===== config.mk =====
export PLATFORM = sky130hd
export DESIGN_NAME = wilder_smoothing_average_flat
export DESIGN_NICKNAME = d
export VERILOG_FILES = /design/src/rtl/wsa_pkg.sv /design/src/rtl/wsa_ifs.sv /design/src/rtl/wsa_div.sv /design/src/rtl/wilder_smoothing_average.sv /design/src/flat_wrapper.sv
export SDC_FILE = /design/constraint.sdc
export NUM_CORES = 2
export LEC_CHECK = 0
export BUFFER_PORTS_ARGS = -buffer_cell sky130_fd_sc_hd__buf_4
export CORE_UTILIZATION = 35
export CTS_CLUSTER_DIAMETER = 60
export DETAILED_ROUTE_END_ITERATION = 7
export GPL_TIMING_DRIVEN = 0
export PLACE_DENSITY_LB_ADDON = 0.15
export SYNTH_ARGS = -nofsm -noshare
export SYNTH_HDL_FRONTEND = slang
export SYNTH_SLANG_ARGS = --single-unit

===== constraint.sdc =====
create_clock -name clk -period 8.1 [get_ports clk]
set_input_delay 1.62 -clock clk [delete_from_list [all_inputs] [get_ports clk]]
set_output_delay 1.62 -clock clk [all_outputs]
set_load 0.005 [all_outputs]

===== src/rtl/wsa_pkg.sv =====
`timescale 1ns / 1ps
`default_nettype none

package wsa_pkg;

  localparam int SAMPLE_BITS = 32;
  localparam int PERIOD_BITS = 16;
  localparam int SUM_BITS    = 48;

  localparam logic [PERIOD_BITS-1:0] PERIOD_RESET = PERIOD_BITS'(14);

  typedef struct packed {
    logic                       start;
    logic signed [SUM_BITS-1:0] dividend;
    logic [PERIOD_BITS-1:0]     divisor;
  } div_req_t;

  typedef struct packed {
    logic                       done;
    logic signed [SUM_BITS-1:0] quotient;
  } div_rsp_t;

endpackage

`default_nettype wire


===== src/rtl/wsa_ifs.sv =====
`timescale 1ns / 1ps
`default_nettype none

interface wsa_in_if;
  import wsa_pkg::*;
  logic                          valid;
  logic                          ready;
  logic signed [SAMPLE_BITS-1:0] sample;
  logic                          restart;
  modport source (output valid, output sample, output restart, input ready);
  modport sink   (input valid, input sample, input restart, output ready);
endinterface

interface wsa_out_if;
  import wsa_pkg::*;
  logic                          valid;
  logic                          ready;
  logic signed [SAMPLE_BITS-1:0] average;
  logic                          is_seed;
  modport source (output valid, output average, output is_seed, input ready);
  modport sink   (input valid, input average, input is_seed, output ready);
endinterface

interface wsa_cfg_if;
  import wsa_pkg::*;
  logic                   valid;
  logic                   ready;
  logic [PERIOD_BITS-1:0] data;
  modport source (output valid, output data, input ready);
  modport sink   (input valid, input data, output ready);
endinterface

`default_nettype wire


===== src/rtl/wsa_div.sv =====
`timescale 1ns / 1ps
`default_nettype none

module wsa_div (
  input  logic              clk,
  input  logic              rst_n,
  input  wsa_pkg::div_req_t req,
  output wsa_pkg::div_rsp_t rsp
);
  import wsa_pkg::*;

  localparam int CNT_BITS = $clog2(SUM_BITS);
  localparam logic [CNT_BITS-1:0] CNT_LAST = CNT_BITS'(SUM_BITS - 1);

  typedef enum logic [2:0] {
    D_IDLE = 3'b001,
    D_RUN  = 3'b010,
    D_FIX  = 3'b100
  } dstate_t;

  dstate_t                 state_r, state_nxt;
  logic [CNT_BITS-1:0]     cnt_r, cnt_nxt;
  logic                    done_r, done_nxt;
  logic                    neg_r, neg_nxt;
  logic [SUM_BITS-1:0]     quo_r, quo_nxt;
  logic [PERIOD_BITS-1:0]  rem_r, rem_nxt;
  logic [PERIOD_BITS-1:0]  dvs_r, dvs_nxt;

  logic [PERIOD_BITS:0]    rem_sh;
  logic [PERIOD_BITS:0]    diff;
  logic                    ge;

  // restoring step: one quotient bit per cycle on the magnitude
  assign rem_sh = {rem_r, quo_r[SUM_BITS-1]};
  assign diff   = rem_sh - {1'b0, dvs_r};
  assign ge     = ~diff[PERIOD_BITS];

  always_comb begin
    state_nxt = state_r;
    cnt_nxt   = cnt_r;
    done_nxt  = 1'b0;
    neg_nxt   = neg_r;
    quo_nxt   = quo_r;
    rem_nxt   = rem_r;
    dvs_nxt   = dvs_r;
    case (state_r)
      D_IDLE: begin
        if (req.start) begin
          neg_nxt   = req.dividend[SUM_BITS-1];
          quo_nxt   = req.dividend[SUM_BITS-1] ? SUM_BITS'(-req.dividend)
                                               : SUM_BITS'(req.dividend);
          rem_nxt   = '0;
          dvs_nxt   = req.divisor;
          cnt_nxt   = '0;
          state_nxt = D_RUN;
        end
      end
      D_RUN: begin
        rem_nxt = ge ? diff[PERIOD_BITS-1:0] : rem_sh[PERIOD_BITS-1:0];
        quo_nxt = {quo_r[SUM_BITS-2:0], ge};
        cnt_nxt = cnt_r + 1'b1;
        if (cnt_r == CNT_LAST) begin
          state_nxt = D_FIX;
        end
      end
      D_FIX: begin
        // truncation toward zero: sign goes back on the magnitude
        quo_nxt   = neg_r ? (~quo_r + 1'b1) : quo_r;
        done_nxt  = 1'b1;
        state_nxt = D_IDLE;
      end
      default: begin
        state_nxt = D_IDLE;
      end
    endcase
  end

  always_ff @(posedge clk) begin
    if (!rst_n) begin
      state_r <= D_IDLE;
      cnt_r   <= '0;
      done_r  <= 1'b0;
    end else begin
      state_r <= state_nxt;
      cnt_r   <= cnt_nxt;
      done_r  <= done_nxt;
    end
  end

  always_ff @(posedge clk) begin
    neg_r <= neg_nxt;
    quo_r <= quo_nxt;
    rem_r <= rem_nxt;
    dvs_r <= dvs_nxt;
  end

  assign rsp.done     = done_r;
  assign rsp.quotient = $signed(quo_r);

endmodule

`default_nettype wire


===== src/rtl/wilder_smoothing_average.sv =====
`timescale 1ns / 1ps
`default_nettype none

// Wilder smoothing average over signed Q16.16 samples.
// in_chan carries one request per sample (sample, restart); restart opens a new
// series. out_chan carries at most one result per sample (average, is_seed).
// cfg_chan writes the 16-bit period (zero acts as one); write it only while idle.
// The first period samples of a series are summed; the last of them gives the
// saturated plain mean with is_seed set. Every later sample gives
// (prev*(period-1)+x)/period, truncated toward zero.
// One sample is in work at a time and in_chan is not ready meanwhile.
// A warm-up sample without a result goes from S_PREP straight back to idle.
// A seed or a smoothing result passes these steps: setup (the multiply on the
// smoothing path), an add on the smoothing path only, a hand-off through the
// request register, the bit-serial divider shared by both, a sign fix, a
// capture into the result register and the result in the output register.
// in_chan is ready again in the same cycle that the result appears.
// The result sits in an output register; a new sample is taken while it waits,
// and a stalled receiver holds the next result back in the block until taken.
// Reset (rst_n low, synchronous) sets period to 14 and clears sum, count,
// previous average and seed state; no result is pending after reset.
module wilder_smoothing_average (
  input  logic        clk,
  input  logic        rst_n,
  wsa_in_if.sink      in_chan,
  wsa_out_if.source   out_chan,
  wsa_cfg_if.sink     cfg_chan
);
  import wsa_pkg::*;

  typedef enum logic [4:0] {
    S_IDLE = 5'b00001,
    S_PREP = 5'b00010,
    S_ACC  = 5'b00100,
    S_DIV  = 5'b01000,
    S_DONE = 5'b10000
  } state_t;

  state_t                         state_r, state_nxt;
  logic [PERIOD_BITS-1:0]         period_r;
  logic signed [SUM_BITS-1:0]     sum_r, sum_nxt;
  logic [PERIOD_BITS-1:0]         cnt_r, cnt_nxt;
  logic signed [SAMPLE_BITS-1:0]  prev_r, prev_nxt;
  logic                           seeded_r, seeded_nxt;
  logic signed [SAMPLE_BITS-1:0]  x_r, x_nxt;
  logic                           restart_r, restart_nxt;
  logic                           seed_r, seed_nxt;
  logic signed [SUM_BITS-1:0]     prod_r, prod_nxt;
  logic signed [SAMPLE_BITS-1:0]  res_r, res_nxt;
  logic                           out_valid_r, out_valid_nxt;
  logic signed [SAMPLE_BITS-1:0]  out_avg_r, out_avg_nxt;
  logic                           out_seed_r, out_seed_nxt;
  div_req_t                       req_r, req_nxt;
  div_rsp_t                       rsp;

  logic [PERIOD_BITS-1:0]         p_eff;
  logic [PERIOD_BITS-1:0]         pm1;
  logic signed [SUM_BITS-1:0]     x_ext;
  logic signed [SUM_BITS-1:0]     sum_base;
  logic [PERIOD_BITS-1:0]         cnt_inc;
  logic                           seeded_eff;
  logic                           q_in_range;
  logic signed [SAMPLE_BITS-1:0]  q_sat;
  logic                           out_free;
  logic signed [SAMPLE_BITS+PERIOD_BITS:0] mul_full;

  assign p_eff      = (period_r == '0) ? PERIOD_BITS'(1) : period_r;
  assign pm1        = p_eff - 1'b1;
  assign x_ext      = SUM_BITS'(x_r);
  assign sum_base   = restart_r ? '0 : sum_r;
  assign cnt_inc    = (restart_r ? '0 : cnt_r) + 1'b1;
  assign seeded_eff = seeded_r & ~restart_r;
  assign mul_full   = prev_r * $signed({1'b0, pm1});
  assign out_free   = ~out_valid_r | out_chan.ready;

  // saturate the quotient to the sample range
  assign q_in_range = (&rsp.quotient[SUM_BITS-1:SAMPLE_BITS-1]) |
                      ~(|rsp.quotient[SUM_BITS-1:SAMPLE_BITS-1]);
  always_comb begin
    if (q_in_range) begin
      q_sat = rsp.quotient[SAMPLE_BITS-1:0];
    end else if (rsp.quotient[SUM_BITS-1]) begin
      q_sat = {1'b1, {(SAMPLE_BITS-1){1'b0}}};
    end else begin
      q_sat = {1'b0, {(SAMPLE_BITS-1){1'b1}}};
    end
  end

  always_comb begin
    state_nxt     = state_r;
    sum_nxt       = sum_r;
    cnt_nxt       = cnt_r;
    prev_nxt      = prev_r;
    seeded_nxt    = seeded_r;
    x_nxt         = x_r;
    restart_nxt   = restart_r;
    seed_nxt      = seed_r;
    prod_nxt      = prod_r;
    res_nxt       = res_r;
    out_valid_nxt = out_valid_r & ~out_chan.ready;
    out_avg_nxt   = out_avg_r;
    out_seed_nxt  = out_seed_r;
    req_nxt       = req_r;
    req_nxt.start = 1'b0;
    case (state_r)
      S_IDLE: begin
        if (in_chan.valid) begin
          x_nxt       = in_chan.sample;
          restart_nxt = in_chan.restart;
          state_nxt   = S_PREP;
        end
      end
      S_PREP: begin
        seeded_nxt = seeded_eff;
        if (!seeded_eff) begin
          sum_nxt = sum_base + x_ext;
          cnt_nxt = cnt_inc;
          if (cnt_inc >= p_eff) begin
            req_nxt.start    = 1'b1;
            req_nxt.dividend = sum_base + x_ext;
            req_nxt.divisor  = p_eff;
            seed_nxt         = 1'b1;
            state_nxt        = S_DIV;
          end else begin
            state_nxt = S_IDLE;
          end
        end else begin
          prod_nxt  = SUM_BITS'(mul_full);
          state_nxt = S_ACC;
        end
      end
      S_ACC: begin
        req_nxt.start    = 1'b1;
        req_nxt.dividend = prod_r + x_ext;
        req_nxt.divisor  = p_eff;
        seed_nxt         = 1'b0;
        state_nxt        = S_DIV;
      end
      S_DIV: begin
        if (rsp.done) begin
          res_nxt   = q_sat;
          state_nxt = S_DONE;
        end
      end
      S_DONE: begin
        if (out_free) begin
          out_valid_nxt = 1'b1;
          out_avg_nxt   = res_r;
          out_seed_nxt  = seed_r;
          prev_nxt      = res_r;
          if (seed_r) begin
            seeded_nxt = 1'b1;
          end
          state_nxt = S_IDLE;
        end
      end
      default: begin
        state_nxt = S_IDLE;
      end
    endcase
  end

  always_ff @(posedge clk) begin
    if (!rst_n) begin
      state_r     <= S_IDLE;
      period_r    <= PERIOD_RESET;
      sum_r       <= '0;
      cnt_r       <= '0;
      prev_r      <= '0;
      seeded_r    <= 1'b0;
      out_valid_r <= 1'b0;
      req_r.start <= 1'b0;
    end else begin
      state_r     <= state_nxt;
      if (cfg_chan.valid) begin
        period_r <= cfg_chan.data;
      end
      sum_r       <= sum_nxt;
      cnt_r       <= cnt_nxt;
      prev_r      <= prev_nxt;
      seeded_r    <= seeded_nxt;
      out_valid_r <= out_valid_nxt;
      req_r.start <= req_nxt.start;
    end
  end

  always_ff @(posedge clk) begin
    x_r            <= x_nxt;
    restart_r      <= restart_nxt;
    seed_r         <= seed_nxt;
    prod_r         <= prod_nxt;
    res_r          <= res_nxt;
    out_avg_r      <= out_avg_nxt;
    out_seed_r     <= out_seed_nxt;
    req_r.dividend <= req_nxt.dividend;
    req_r.divisor  <= req_nxt.divisor;
  end

  wsa_div u_div (
    .clk   (clk),
    .rst_n (rst_n),
    .req   (req_r),
    .rsp   (rsp)
  );

  assign in_chan.ready    = (state_r == S_IDLE);
  assign cfg_chan.ready   = 1'b1;
  assign out_chan.valid   = out_valid_r;
  assign out_chan.average = out_avg_r;
  assign out_chan.is_seed = out_seed_r;

endmodule

`default_nettype wire


===== src/flat_wrapper.sv =====
// flat-port wrapper written by rule: the top's interface ports become plain ports
module wilder_smoothing_average_flat import wsa_pkg::*;
  (clk, rst_n, in_chan_valid, in_chan_sample, in_chan_restart, in_chan_ready, out_chan_valid, out_chan_average, out_chan_is_seed, out_chan_ready, cfg_chan_valid, cfg_chan_data, cfg_chan_ready);
  wsa_in_if in_chan_i ();
  wsa_out_if out_chan_i ();
  wsa_cfg_if cfg_chan_i ();
  input  logic clk;
  input  logic rst_n;
  input wire logic [$bits(in_chan_i.valid)-1:0] in_chan_valid;
  input wire logic [$bits(in_chan_i.sample)-1:0] in_chan_sample;
  input wire logic [$bits(in_chan_i.restart)-1:0] in_chan_restart;
  output wire logic [$bits(in_chan_i.ready)-1:0] in_chan_ready;
  output wire logic [$bits(out_chan_i.valid)-1:0] out_chan_valid;
  output wire logic [$bits(out_chan_i.average)-1:0] out_chan_average;
  output wire logic [$bits(out_chan_i.is_seed)-1:0] out_chan_is_seed;
  input wire logic [$bits(out_chan_i.ready)-1:0] out_chan_ready;
  input wire logic [$bits(cfg_chan_i.valid)-1:0] cfg_chan_valid;
  input wire logic [$bits(cfg_chan_i.data)-1:0] cfg_chan_data;
  output wire logic [$bits(cfg_chan_i.ready)-1:0] cfg_chan_ready;
  assign in_chan_i.valid = in_chan_valid;
  assign in_chan_i.sample = in_chan_sample;
  assign in_chan_i.restart = in_chan_restart;
  assign in_chan_ready = in_chan_i.ready;
  assign out_chan_valid = out_chan_i.valid;
  assign out_chan_average = out_chan_i.average;
  assign out_chan_is_seed = out_chan_i.is_seed;
  assign out_chan_i.ready = out_chan_ready;
  assign cfg_chan_i.valid = cfg_chan_valid;
  assign cfg_chan_i.data = cfg_chan_data;
  assign cfg_chan_ready = cfg_chan_i.ready;
  wilder_smoothing_average u_core (.clk(clk), .rst_n(rst_n), .in_chan(in_chan_i), .out_chan(out_chan_i), .cfg_chan(cfg_chan_i));
endmodule

==> results_dict.tcl <==
set metrics [dict create \
    critical_path_s_slowest_cell "or4_4" \
    drc_errors 0 \
    place_hpwl_um 114000 \
    yosys_register_bits 422 \
    vdd_drop_max_uv 187 \
    worstRegToRegCells 34 \
    hold_end "u_core.u_div.dvs_r[13]" \
    clk_pin_slew_ns 0.06 \
    worst_slew_margin_rel_pct 12.1 \
    timing.rr.start "u_core.period_r[8]" \
    synth_edf_count 292 \
    synth.top_cell.area_share_pct 23.2 \
    critPathBufInv 8 \
    timing.critical_path.max_delay_family "adder cells" \
    power.switching_mw 1.47 \
    clock.fmax_mhz 116 \
    mean_area_per_synthesized_cell_sq_um 9.22 \
    clock_sink_count 422 \
    detailedRoute.firstIterationViolations 2722 \
    max_stage_delay_ns 0.56 \
    crit_required_ns 8.47 \
    remaining_global_route_overflow 0 \
    drt-wirelength-per-cell_um 22.1 \
    post_synth_and_or_nand_nor_area_fraction_pct 16.7 \
    gate_count_after_technology_mapping 4568 \
    leakagePower_nw 21.3 \
    area.growth.synth_to_final_pct 15.7 \
    grt_pass1_vias 33292 \
    largest_family_of_logic_cells_by_synthesized_area "adder cells" \
    pin_count_of_the_biggest_net_entering_global_routing 47 \
    placed_cells_incl_taps 6261 \
    floorplan.core_area_sq_um 119000 \
    viasPerCell 5.18 \
    critical-path-top-cell-by-count "fa_1" \
    power-per-cell-area_nw_per_um2 114 \
    p_comb_share_pct 8.7 \
    post_route_worst_setup_slack_ns -0.540 \
    clockRootBuffer "clkbuf_16" \
    clock-skew-final_ns 0.0294 \
    hold_viol_final 0 \
    worst-setup-path-type "flop to flop" \
    violations "negative setup slack" \
    timing.critical_path.from_type "flop" \
    port-buffer-count 86 \
    p_sw_share_pct 26.5 \
    share_of_the_synthesized_area_in_compound_gates_ao_oa_aoi_oai_pct 12.8 \
    postRouteAntennaNets 0 \
    post_cts_hold_buffer_count 0 \
    synthesized_area_fraction_occupied_by_xor_and_xnor_cells_pct 4.96 \
    track_usage_pct 23.4 \
    crit_fanout 4 \
    antenna_found_initial 9 \
    startpoint_of_the_worst_hold_path "u_core.req_r[13]" \
    synth_common_cells "inv_1 (638), nand2_1 (634), fa_1 (487)" \
    timing.final.setup_violations 18 \
    clock_power_share_pct 48.9 \
    cts_h_tree_lvls 2 \
    floorplan.initialDensity_pct 35.5 \
    cellInternalPower_mw 4.07 \
    slew_viol_final 0 \
    synth_mux_area_share_pct 0.481 \
    wirelength_um 142000 \
    fillCellCount 11850 \
    arithmetic_cell_share_of_the_synthesized_area_counting_full_adders_half_adders_and_majority_gates_pct 30.4 \
    drv.max_cap_violation_count 0 \
    synthFlopType "edfxtp_1" \
    endpoint_kind "flop" \
    syn-cell-area_sq_um 42100 \
    stdcell_count 6444 \
    post_synthesis_cell_type_with_the_largest_combined_area "fa_1" \
    yosys_warnings 0 \
    rsz0062_at_grt "yes" \
    worst_ep_arrival_time_ns 9.01 \
    synth_top_cells_by_area "fa_1 (23%), edfxtp_1 (21%), ha_1 (7.3%), dfxtp_1 (6.2%), inv_1 (5.7%)" \
    post-synth-top-count-cell "inv_1" \
    seq_power_share_pct 42.4 \
    outcome "finished with violations" \
    router_iterations_before_antenna_repair 6 \
    deepest_clock_path_buffer_count 3 \
    first_pass_grt_wire_length_um 213000 \
    tightest_slew_ns 1.32 \
    core.rowCount 126 \
    clock_insertion_delay_worst_skew_ns 0.66 \
    hold_path.class "flop to flop" \
    async_flop_share_pct 0 \
    gp_routability_congestion 0.925 \
    dieWidth_um 349 \
    number_of_clock_buffers_inserted_by_tritoncts 59 \
    die_h_um 349 \
    worst_hold_path.num_cells 0 \
    period_share_pct 107 \
    die-area_sq_um 122000 \
    routed-via-count 33374 \
    tritoncts "yes" \
    yosys.cell_types.count 88 \
    final_layout_size_suffix_gt1_share_pct 10.3 \
    synth.net_count 5354 \
    fin_util_pct 41.0 \
    sequential_share_of_the_synthesized_area_pct 27.0 \
    reg2reg_to "u_core.prod_r[40]" \
    floorplan.io_pins 90 \
    fin_crit_ns 8.64 \
    timing.reg2reg.setup_slack_ns -0.54 \
    design.final.nets 5578 \
]
## logic make-up after synthesis
| family | Yosys count |
|---|---|
| AND/OR/NAND/NOR | 1452 |
| other | 1 |
| multiplexers | 20 |
| AO/OA/AOI/OAI | 852 |
| XOR/XNOR | 237 |
| flip-flops | 422 |
| buffers and inverters | 852 |
| adder cells (fa/ha/maj) | 732 |
## what timing repair did
item,CTS,global route
endpoints found under the setup margin,36,77
pin swaps,66,93
resized for setup,150,133
buffers inserted,53,25
## power by group through the flow
stage               clock [mW]  combinational, mW  sequential (mW)
floorplan                    0              0.245             2.37
global placement             0              0.416             2.39
detailed placement           0              0.422             2.39
CTS                       2.77              0.462             2.34
global route              2.85              0.514             2.34
finish                    2.70              0.483             2.34
## cells in the final DEF, fill, tap and decap left out, types with 24 or more instances in the layout
cell type,count
a211oi_1,25
a21o_1,107
a21oi_1,228
a31oi_1,24
and2_1,179
and3_1,28
buf_4,151
clkbuf_1,160
clkbuf_16,65
dfxtp_1,125
edfxtp_1,292
fa_1,469
ha_1,230
inv_1,621
nand2_1,623
nand2b_1,58
nand3_1,60
nor2_1,193
nor2b_1,103
nor3_1,36
o21ai_0,134
o21ai_1,59
o31ai_1,26
or3_1,33
xnor2_1,102
xor2_1,120
## area by class of cell
cell class              instances  area (sq um)  share of cell area [%]
well taps                    1600          2000                    4.11
repair buffers                170          1500                    3.08
clock buffers                  73          1660                    3.41
multi-input cells            3294         28400                    58.2
diodes                          1          2.50                 0.00514
inverters                     644          2420                    4.96
plain buffers                 201           963                    1.98
flip-flops and latches        422         11400                    23.4
clock inverters                39           413                   0.848
## per-layer routing
metal,global-route usage [%],wire (um),vias up,share of wire (%)
met5,0,0,-,0
met4,7.19,4480,0,3.1
met3,2.76,8180,179,5.7
met2,38.8,67400,941,47
met1,31.9,62300,16697,44
li1,-,-,15557,-
## how the worst max path moves through the flow
stage	startpoint	end	slack, ns	depth (start not counted)
3_3_place_gp	u_core.period_r[5]	u_core.prod_r[46]	-2.39	32
4_1_cts	u_core.period_r[8]	u_core.prod_r[46]	-0.68	32
3_5_place_dp	u_core.period_r[5]	u_core.prod_r[47]	-2.45	33
2_1_floorplan	u_core.period_r[7]	u_core.prod_r[45]	-0.02	32
5_1_grt	u_core.period_r[8]	u_core.prod_r[46]	-0.75	33
6_report	u_core.period_r[8]	u_core.prod_r[40]	-0.54	34
## through the flow
step | hold slack [ns] | worst slack (ns) | area, sq um | setup TNS, ns | total power [mW]
2_1_floorplan | 0.400 | -0.0215 | 42200 | -0.0420 | 2.61
3_3_place_gp | 0.404 | -2.39 | 44900 | -112.31 | 2.81
3_5_place_dp | 0.405 | -2.45 | 45000 | -56.49 | 2.81
4_1_cts | 0.420 | -0.684 | 48100 | -8.48 | 5.57
5_1_grt | 0.432 | -0.753 | 48700 | -10.54 | 5.71
6_report | 0.420 | -0.540 | 48700 | -6.02 | 5.53
## state kept, by name, summed over array words and instances (netlist names)
signal,flops
u_core.cnt_r,16
u_core.out_chan.average,32
u_core.out_chan.is_seed,1
u_core.out_chan.valid,1
u_core.period_r,16
u_core.prev_r,32
u_core.prod_r,48
u_core.req_r,65
u_core.res_r,32
u_core.restart_r,1
u_core.seed_r,1
u_core.seeded_r,1
u_core.state_r,5
u_core.sum_r,48
u_core.u_div.cnt_r,6
u_core.u_div.done_r,1
u_core.u_div.dvs_r,16
u_core.u_div.neg_r,1
u_core.u_div.quo_r,48
u_core.u_div.rem_r,16
u_core.u_div.state_r,3
u_core.x_r,32
No activity file was read; power rests on OpenSTA's default activity.
